`config.mk`:
```
export PLATFORM = sky130hd
export DESIGN_NAME = ptfb_ram
export DESIGN_NICKNAME = d
export VERILOG_FILES = /design/src/hdl/ptfb_ram.sv
export SDC_FILE = /design/constraint.sdc
export NUM_CORES = 2
export LEC_CHECK = 0
export BUFFER_PORTS_ARGS = -buffer_cell sky130_fd_sc_hd__buf_2
export CORE_UTILIZATION = 40
export CTS_CLUSTER_SIZE = 10
export DETAILED_ROUTE_END_ITERATION = 6
export PLACE_DENSITY = 0.61
export SLEW_MARGIN = 40
export SYNTH_ARGS = -nofsm -noshare
export SYNTH_HDL_FRONTEND = slang
export SYNTH_SLANG_ARGS = --single-unit
```
`constraint.sdc`:
```
create_clock -name clk -period 3.3 [get_ports clk]
set_input_delay 0.33 -clock clk [delete_from_list [all_inputs] [get_ports clk]]
set_output_delay 0.33 -clock clk [all_outputs]
set_load 0.1 [all_outputs]
```
`src/hdl/ptfb_ram.sv`:
```
// Generic single-write, single-read RAM with registered read data.
`default_nettype none
module ptfb_ram #(
  parameter int WIDTH = 32,
  parameter int DEPTH = 64
) (
  input  wire logic                                  clk,
  input  wire logic                                  we,
  input  wire logic [(DEPTH > 1 ? $clog2(DEPTH) : 1)-1:0] waddr,
  input  wire logic [WIDTH-1:0]                      wdata,
  input  wire logic [(DEPTH > 1 ? $clog2(DEPTH) : 1)-1:0] raddr,
  output logic      [WIDTH-1:0]                      rdata
);
  logic [WIDTH-1:0] mem [DEPTH];
  logic [WIDTH-1:0] rdata_r;

  always_ff @(posedge clk) begin
    if (we) begin
      mem[waddr] <= wdata;
    end
    rdata_r <= mem[raddr];
  end

  assign rdata = rdata_r;
endmodule
`default_nettype wire

```
# Word-level counts from Yosys, hierarchy flattened
# Memory sizes are Yosys's and may differ from the RTL's. A register that Yosys moved wholly into a read port is not among the register bits.
# Index checks and enable logic that the tools add are counted.
# Widths: inputs -> output; s select.
# op_classes
muxes,2
# ops
op,n
$mux 1,2
# totals
ram_bits,2048
memories,1
output_inout_bits,32
in_bits,46
wordCells,3
reg_bits,0
# mem_list
memory,words,width,rd,rd_ports_with_merged_regs,wr,line,text
mem,64,32,1,1,1,14,logic [WIDTH-1:0] mem [DEPTH];

# Logic depth before layout (Yosys ltp)
# depth
ltp_word,2
ltp_mapped,10
ltp_nobuf,5

# Least setup slack after synthesis
# No wires, ideal clock.
# synth_timing
kind,input-to-reg
from,in waddr[3] (netlist bit)
to,mem mem[48][0] (enable)
path_stages,4
slack_ns,-0.190
t_arrival_ns,3.029
path_buffers,1
required_ns,2.839
setup_ns,0.461
path_cell_list,clkbuf_1 nor2b_1 nand4b_1 nor3_1
# synth_lines
item,line,text
from (decl),9,"input wire logic [(DEPTH > 1 ? $clog2(DEPTH) : 1)-1:0] waddr,"
to (decl),14,
# Straight into the memory's write port.

# Worst setup path after layout
# layout_timing
from,"reg rdata_r[22], in the netlist rdata[22] (read register of mem)"
to,out rdata[22]
# layout_lines
item,line,text
from (decl),15,logic [WIDTH-1:0] rdata_r;
to (decl),12,output logic [WIDTH-1:0] rdata
# No word-level cell between the ends.

==> results by group <==
Logic synthesis
  • Mean post-synth cell area: 23.6 um2
  • Post-synthesis sequential element count: 2080
  • Share of synthesized flip-flops with an asynchronous set or reset: 0%
  • Primary FF master, synth: edfxtp_1
  • Cell area after synthesis: 0.0785 mm2
  • Sequential fraction of the synthesis area: 79.1%
  • Yosys warning count: 0
  • Count of distinct cell types in the synthesized netlist: 34
  • Number of synthesized flops with an enable pin: 2048
  • Gate count after technology mapping: 3324
  • Total nets after synthesis: 3370

Finish
  • Commonest cells after routing, fill and taps aside: edfxtp_1, mux4_2, clkbuf_16, buf_4, clkbuf_1
  • Core Util, Final: 46.9%
  • Ratio of cells with drive above 1 in the final layout: 30.3%
  • Most common cell after layout, fill and taps aside: edfxtp_1
  • Layout overhead on the synthesized area: 16.4%
  • Post-layout net count: 3762
  • Summed area of non-filler cells in the final layout: 0.0914 mm2
  • Non-Filler Instances: 6523

Power and ir drop
  • Switching portion of total power: 21.9%
  • Leakage power: 28.4 nW
  • Power density over the cells: 607 mW/mm2
  • Combinational share of power: 5.7%
  • Sw power: 12.1 mW
  • Clock network fraction of total power: 41.4%
  • IR Drop Worst-Case VDD: 0.000458 V
  • Internal power summed over all cells: 43.4 mW
  • Sequential cell fraction of total power: 52.9%

GRT
  • Met2 track demand over resource: 33.5%
  • Met1 Resource Use GR: 28.9%
  • Maximum number of pins on one net before global-route repair: 65
  • Initial antenna violation count: 11
  • Total routing usage reported by global routing: 20.5%
  • Met3 GRT Util: 3.12%
  • First-pass GRT wire length: 287000 um
  • Most heavily used metal layer in global routing: met2
  • Vias in the first global route: 38100
  • Total overflow reported by the global router: 0

Worst setup path
  • CP cell instances: buf_2
  • Kind of critical path: reg2out
  • Critical Path AT: 1980 ps
  • Largest stage delay on the critical path: 600 ps
  • Endpoint required time on the critical path: 2970 ps
  • Worst Path Buf+Inv: 1
  • Critical Path Sink Type: output port
  • Nature of the critical path startpoint: register
  • Maximum net fanout on the critical path: 2
  • Critical path's slowest cell: dfxtp_1
  • CP delay by family, top: flip-flops

Place
  • Post-detailed-placement half-perimeter wirelength: 116000 um
  • Number of placed instances with taps included: 6086
  • Final GP Congestion: 0.777
  • Buffers added on ports: 77
  • Post-Place Cell Area: 0.0844 mm2

Drt
  • Pre-antenna DRT Iters: 5
  • Total Routed Length: 202000 um
  • Number of routed nets with antenna violations: 0
  • Total via count after detailed routing: 37400
  • Post-DR vias/cell: 5.73
  • Drt initial violations: 3999
  • Drc violations: 0
  • Wirelength per Cell: 31.0 um

Die
  • Count of pins on the block boundary: 78
  • Chip Width: 445 um
  • Starting utilization of the core area: 40.3%
  • Number of placement rows: 162
  • Total Die Area: 0.198 mm2
  • Vertical die dimension: 445 um
  • Core region area: 0.195 mm2

Worst hold path
  • Worst hold-check path type: in2reg

Clock tree
  • Clock-pin slew of the registers on the worst-case setup and hold paths: 50 ps
  • Clk sinks: 2080
  • Level count of the clock H-tree: 4
  • Clock buffer depth: 3
  • Worst skew pair latency: 870 ps
  • Clock tree from TritonCTS: built
  • Inserted Clock Buffers: 228
  • Root buffer cell: clkbuf_16
  • CTS resizes: 0

Run status
  • Outcome: finished clean

Timing
  • Maximum clock rate: 0.433 GHz
  • Actual transition at the worst max-transition pin: 884 ps
  • RSZ-0062 raised after global routing: false
  • Max-slew violations: 0
  • Worst Skew: 49.4 ps
  • Final setup fails: 0
  • WHS: 32.4 ps
  • Crit share post-route: 70.0%
  • Number of failing hold endpoints at the final stage: 0
  • Headroom to the max-slew limit: 40.9%
  • Tmin final: 2310 ps
  • Setup TNS: 0 ps

Flow run
  • Maxcap violations: 0
## state kept, by name (all words and copies together) (netlist names)
register  count
rdata        32
mem        2048
## per-stage QoR
stage	power, mW	setup WS, ps
final	55.5	989
after global placement	33.1	146
after floorplan	31.7	318
after detailed placement	33.1	133
after global routing	57.1	978
after CTS	55.9	894
## cells by family after synthesis
logic type	share of synthesized area, %
buffers and inverters	1.13
AOI/OAI and AO/OA	1.67
and+or+nand+nor	1.27
muxes	16.8
DFF	79.1
## worst paths after layout
path                          end                  start  cells after the start  slack, ps
max                     rdata[22]      rdata[22]$_DFF_P_                      1        990
max reg2reg     rdata[13]$_DFF_P_  mem[27][13]$_DFFE_PP_                      4       1070
min reg2reg     rdata[20]$_DFF_P_  mem[28][20]$_DFFE_PP_                      4        840
min          mem[34][4]$_DFFE_PP_               wdata[4]                      1         30
## metal layers
layer	vias up	wire length, um
li1	15100	-
met1	20500	84100
met2	1520	99500
met3	270	13700
met4	2	4850
met5	-	13
## cells in the mapped netlist (12+ instances only)
cell type  instances  area share, %
a21oi_1           62           0.40
nor2_1           137           0.65
edfxtp_1        2048             78
nand2_1           26           0.12
buf_1             21           0.10
o22ai_1           84           0.67
o221ai_1          27           0.30
nor2b_1           15           0.12
a22oi_1           12           0.11
mux4_2           544             16
clkbuf_1          74           0.35
buf_2             57           0.36
buf_4             25           0.24
dfxtp_1           32           0.82
mux2i_1           93            1.2
## cell type report
class                           count  area [um2]
Clock buffer                      389        6360
Tap cell                         2624        3280
Fill cell                       15900      104000
Multi-Input combinational cell   1062       16000
Clock inverter                     17         323
Antenna cell                        7        17.5
Sequential cell                  2080       62100
Timing Repair Buffer              344        3290
## what timing repair did
action                    in CTS  in global routing
hold endpoints to repair     545                 30
hold buffers                  23                  1
setup buffers                  0                  0
## power by group through the flow
stage | registers (mW) | logic (mW) | clock network [mW]
2_1_floorplan | 30.3 | 1.42 | 0
3_3_place_gp | 29.9 | 3.12 | 0
3_5_place_dp | 29.9 | 3.16 | 0
4_1_cts | 29.4 | 3.20 | 23.3
5_1_grt | 29.4 | 3.31 | 24.4
6_report | 29.4 | 3.15 | 23.0
Power figures use the tool's default switching activity.
