`config.mk`:
```
export PLATFORM = sky130hd
export DESIGN_NAME = ptfb_cfg
export DESIGN_NICKNAME = d
export VERILOG_FILES = /design/src/hdl/ptfb_pkg.sv /design/src/hdl/ptfb_cfg.sv
export SDC_FILE = /design/constraint.sdc
export NUM_CORES = 1
export LEC_CHECK = 0
export BUFFER_PORTS_ARGS = -buffer_cell sky130_fd_sc_hd__clkbuf_2
export CAP_MARGIN = 20
export CORE_MARGIN = 3
export CORE_UTILIZATION = 47
export CTS_BUF_LIST = sky130_fd_sc_hd__clkbuf_8
export DETAILED_ROUTE_END_ITERATION = 8
export PLACE_DENSITY = 0.95
export SYNTH_ARGS = -nofsm -noshare
export SYNTH_HDL_FRONTEND = slang
export SYNTH_SLANG_ARGS = --single-unit
```
`constraint.sdc`:
```
create_clock -name clk -period 1.6 [get_ports clk]
set_clock_uncertainty 0.1 [all_clocks]
set_input_delay 0.32 -clock clk [delete_from_list [all_inputs] [get_ports clk]]
set_output_delay 0.32 -clock clk [all_outputs]
set_load 0.05 [all_outputs]
```
`src/hdl/ptfb_pkg.sv`:
```
// Package: shared types and constants of the photon tile frustum binning block.
`default_nettype none
package ptfb_pkg;

  localparam logic [1:0] CMD_LOAD  = 2'd0;
  localparam logic [1:0] CMD_TEST  = 2'd1;
  localparam logic [1:0] CMD_CLEAR = 2'd2;

  localparam logic REG_RADIUS = 1'b0;
  localparam logic REG_TILES  = 1'b1;

  localparam int SLOT_W = 20;
  localparam int TILE_OUT_W = 6;

  typedef struct packed {
    logic [1:0]         cmd;
    logic [5:0]         tile_number;
    logic [1:0]         plane_number;
    logic signed [15:0] normal_x;
    logic signed [15:0] normal_y;
    logic signed [15:0] normal_z;
    logic signed [31:0] plane_offset;
    logic signed [31:0] pos_x;
    logic signed [31:0] pos_y;
    logic signed [31:0] pos_z;
    logic [31:0]        photon_tag;
  } in_item_t;

  typedef struct packed {
    logic [5:0]  hit_tile;
    logic [19:0] slot;
    logic [31:0] tag_out;
    logic        slot_saturated;
    logic        last;
  } out_item_t;

  typedef struct packed {
    logic [15:0] z;
    logic [15:0] y;
    logic [15:0] x;
  } normal_t;

  typedef struct packed {
    logic [30:0] effect_radius;
    logic [6:0]  tiles_in_use;
  } cfg_t;

  typedef struct packed {
    logic mul;
    logic prod;
  } eval_ctl_t;

endpackage
`default_nettype wire

```
`src/hdl/ptfb_cfg.sv`:
```
// APB-style configuration registers: effect radius and tiles in use.
`default_nettype none
module ptfb_cfg (
  input  wire logic         clk,
  input  wire logic         rst_n,
  input  wire logic         psel,
  input  wire logic         penable,
  input  wire logic         pwrite,
  input  wire logic [2:0]   paddr,
  input  wire logic [31:0]  pwdata,
  output logic      [31:0]  prdata,
  output logic              pready,
  output ptfb_pkg::cfg_t    cfg
);
  import ptfb_pkg::*;

  logic [30:0] radius_r, radius_nxt;
  logic [6:0]  tiles_r, tiles_nxt;
  logic        wr;

  assign wr = psel && penable && pwrite;

  always_comb begin
    radius_nxt = radius_r;
    tiles_nxt  = tiles_r;
    if (wr) begin
      case (paddr[2])
        REG_RADIUS: radius_nxt = pwdata[30:0];
        REG_TILES:  tiles_nxt  = pwdata[6:0];
        default:    radius_nxt = radius_r;
      endcase
    end
  end

  always_ff @(posedge clk) begin
    if (!rst_n) begin
      radius_r <= 31'd65536;
      tiles_r  <= 7'd64;
    end else begin
      radius_r <= radius_nxt;
      tiles_r  <= tiles_nxt;
    end
  end

  always_comb begin
    case (paddr[2])
      REG_RADIUS: prdata = {1'b0, radius_r};
      REG_TILES:  prdata = {25'd0, tiles_r};
      default:    prdata = 32'd0;
    endcase
  end

  assign pready = 1'b1;
  assign cfg    = '{effect_radius: radius_r, tiles_in_use: tiles_r};
endmodule
`default_nettype wire

```
# Yosys cells after proc, flatten, opt, wreduce, memory -nomap -nowiden
# Cells that the tools add are included.
[totals]
reg_bits = 38
[classes]
n_bitwise = 1
reduce_logical = 4
mux = 1
[op_table]
columns = ["cell", "count"]
rows = [
  ["$pmux 32 s2", 1],
  ["$reduce_and 2->1", 2],
  ["$logic_and 1x1->1", 2],
  ["$not 1->1", 1],
]

# Longest topological paths before layout
[logic_depth]
ltp_word = 3
depth_mapped = 4
depth_no_buf = 2

# Least setup slack after synthesis
# No wires, ideal clock.
[synth_path]
path_kind = "reg-to-output"
start = "reg radius_r[16]"
end = "out prdata[16]"
path_stages_with_launch = 2
slack_ns = -0.230
required_time_ns = 1.180
t_arrival_ns = 1.410
path_buffers = 0
path_cell_list = "dfxtp_1 > nor2b_1"
[synth_between]
elab_chain_cells = 1
[synth_rtl]
columns = ["element", "line_no", "source"]
rows = [
  ["start: declaration", "ptfb_cfg.sv:17", "logic [30:0] radius_r, radius_nxt;"],
  ["start signal: assignment", "ptfb_cfg.sv:40", "radius_r <= radius_nxt;"],
  ["$pmux 32 s2", "ptfb_cfg.sv:46", "case (paddr[2])"],
  ["end: declaration", "ptfb_cfg.sv:11", "output logic [31:0] prdata,"],
]
# Every way passes these cells. The select of a mux whose other input is x is not followed.

# Final worst setup path
[layout_path]
start = "in paddr[2]"
end = "out prdata[11]"
[layout_between]
elab_chain_cells = 2
[layout_rtl]
columns = ["element", "line_no", "source"]
rows = [
  ["start: declaration", "ptfb_cfg.sv:9", "input wire logic [2:0] paddr,"],
  ["$not 1->1 (no line)", "-", ""],
  ["$pmux 32 s2 (*)", "ptfb_cfg.sv:46", ""],
]
# Mark *: on every way between the ends. The rest lies on a longest branch, timed or not. The select of a mux whose other input is x is not followed.

==> results.sh <==
export IMPL_outcome="finished, final reports clean"
export IMPL_dpl_instance_area_um2=2515
export IMPL_htree_num_levels=2
export IMPL_die_y_um=67.46
export IMPL_required_ns=1.18
export IMPL_worstPathMaxFanout=20
export IMPL_crit_chain="clkbuf_2 -> buf_12 -> buf_12 -> nor2b_4 -> clkbuf_2"
export IMPL_antenna_found_initial=0
export IMPL_async_reset_ff_share_pct=0
export IMPL_p_total_uw=1923
export IMPL_grt_pass1_wl_mm=6.472
export IMPL_cpMaxStageDelayCell="clkbuf_2"
export IMPL_num_io_pins=111
export IMPL_clk_pin_slew_worst_paths_ns=0.07
export IMPL_ys_types=12
export IMPL_final_period_utilization_pct=98.34
export IMPL_antennaDiodeCount=0
export IMPL_arrival_ns=1.15
export IMPL_clock_latency_ns=0.27
export IMPL_synth_area_top_cells="dfxtp_1 43%, mux2i_1 21%, nand2_1 14%, nor2b_1 9.9%, mux2_2 4.4%"
export IMPL_dpl_hpwl_mm=3.163
export IMPL_cellPowerDensity_nw_per_um2=740.9
export IMPL_die_w_um=67.46
export IMPL_yosys_area_share_adder_pct=0
export IMPL_synth_compound_area_share_pct=0
export IMPL_cts_root_buf="clkbuf_8"
export IMPL_cts_max_path_buffers=2
export IMPL_instances_no_fill=345
export IMPL_gp_congestion=0.7049
export IMPL_drive_gt1_share_pct=49.83
export IMPL_max_freq_ghz=0.6356
export IMPL_synth_seq_cells=38
export IMPL_setup_viol_count_final=0
export IMPL_synth_ff_type="dfxtp_1"
export IMPL_syn_area_um2=1775
export IMPL_final_nets=339
export IMPL_io_buffer_count=105
export IMPL_syn_nets=238
export IMPL_grt_ovfl_total=0
export IMPL_dr_total_vias=1652
export IMPL_cts_buffers=5
export IMPL_grt_util_all_layers_pct=18.59
export IMPL_fin_util_pct=74.29
export IMPL_wl_per_cell_um=12.16
export IMPL_hold_class="input port to register"
export IMPL_path_class="input port to output port"
export IMPL_drc=0
export IMPL_synth_xor_area_share_pct=0
export IMPL_timing_hold_ws_ns=0.1682
export IMPL_critPathMaxStageDelay_ns=0.27
export IMPL_rsz0062_at_grt="false"
export IMPL_period_minus_slack_ns=1.573
export IMPL_dieArea_um2=4551
export IMPL_start_util_pct=50.81
export IMPL_hold_violations=0
export IMPL_postRouteAntennaNets=0
export IMPL_synth_simple_gate_area_share_pct=25.09
export IMPL_cap_violations=0
export IMPL_worstSetupEndpointType="output port"
export IMPL_stdcell_area_um2=2596
export IMPL_syn_to_final_growth_pct=46.23
export IMPL_core_um2=3495
export IMPL_yosysTopAreaCellShare_pct=42.85
export IMPL_synth_edf_count=0
export IMPL_critPathBufInv=4
export IMPL_finalMaxSlewViolations=0
export IMPL_placedCellCount=338
export IMPL_rows=21
export IMPL_yosysTopAreaCell="dfxtp_1"
export IMPL_cts_setup_buffers=0
export IMPL_synth_most_common_cell="nand2_1"
export IMPL_leakage_uw=0.001245
export IMPL_syn_inst=198
export IMPL_drt_first_pass_iters=3
export IMPL_critPathLaunchType="input port"
export IMPL_drt_initial_drc_count=62
export IMPL_post_synth_cell_area_avg_um2=8.967
export IMPL_synth_top_family_by_area="multiplexers"
export IMPL_synth_seq_area_share_pct=42.85
export IMPL_grt_max_degree=71
export IMPL_ys_warn_count=0
export IMPL_routed_via_density=4.788
export IMPL_clock_sinks=38
export IMPL_cpLargestDelayFamily="buffers and inverters"
export IMPL_yosys_mux_area_fraction_pct=25.86
export IMPL_tritoncts="done"
export IMPL_first_global_vias=1516
export IMPL_vdd_drop_max_mv=0.5998
export IMPL_synth_common_cells="66 x nand2_1, 38 x dfxtp_1, 38 x mux2i_1, 28 x nor2b_1, 10 x clkbuf_1"
export IMPL_drt_total_wl_mm=4.194
-- flip-flops by register name (all words and copies together) (netlist names) --
name,flops
tiles_r,7
radius_r,31
-- report_power, final --
group / total, uW / internal, uW / leakage [uW] / switching [uW]
sequential: 983 / 967 / 0.000308 / 15.6
clock: 571 / 287 / 0.0000466 / 285
combinational: 369 / 124 / 0.000891 / 245
-- through the flow --
step / worst slack [ns] / TNS [ns]
final: 0.02660 / 0
after detailed placement: 0.003152 / 0
after global routing: 0.0004597 / 0
after floorplan: -0.008171 / -0.09806
after CTS: 0.001243 / 0
after global placement: 0.02709 / 0
-- timing repair --
| action | 4_1_cts | 5_1_grt |
|---|---|---|
| hold buffers | 0 | 0 |
| setup endpoints to repair | 0 | 10 |
| gates resized for setup | 0 | 12 |
-- cell families after synthesis --
kind of cell  after synthesis
other cells                 2
buf+inv                    17
mux                        45
flops                      38
simple gates               96
-- placed cells by master, fill, tap and decap left out, drive strengths merged --
cell    synthesis  routed
mux2            7       7
inv             0       2
clkbuf         10     100
dfxtp          38      38
mux2i          38      38
nand4           1       1
and4b           1       1
nor2b          28      28
nand2          66      66
buf             7      16
conb            2       2
-- layer usage --
| layer | routed length [um] | vias to the layer above | track usage (%) |
|---|---|---|---|
| li1 | - | 837 | - |
| met1 | 1661 | 747 | 19.63 |
| met2 | 2214 | 63 | 35.24 |
| met3 | 290 | 5 | 4.659 |
| met4 | 28 | 0 | 6.329 |
| met5 | 0 | - | 0 |
-- final cells by class --
type                    count  area, um2
clock buffers               5      68.82
clock inverters             2      7.507
fillers                   264      898.4
multi-input cells         143       1033
flip-flops and latches     38      760.7
well taps                  46      57.56
repair buffers            111      668.1
-- tightest hold or removal path, cell delays in order --
cell      delay, ns
clkbuf_2       0.08
nand2_1        0.05
mux2i_1        0.05
-- worst paths after layout --
| kind | from | cells past startpoint | to | slack, ns |
|---|---|---|---|---|
| setup / recovery | paddr[2] | 5 | prdata[11] | 0.03 |
| setup reg to reg | tiles_r[6] | 2 | tiles_r[6] | 0.83 |
| hold reg to reg | radius_r[23] | 2 | radius_r[23] | 0.37 |
| hold / removal | pwdata[22] | 3 | radius_r[22] | 0.17 |
Power figures use the tool's default switching activity.
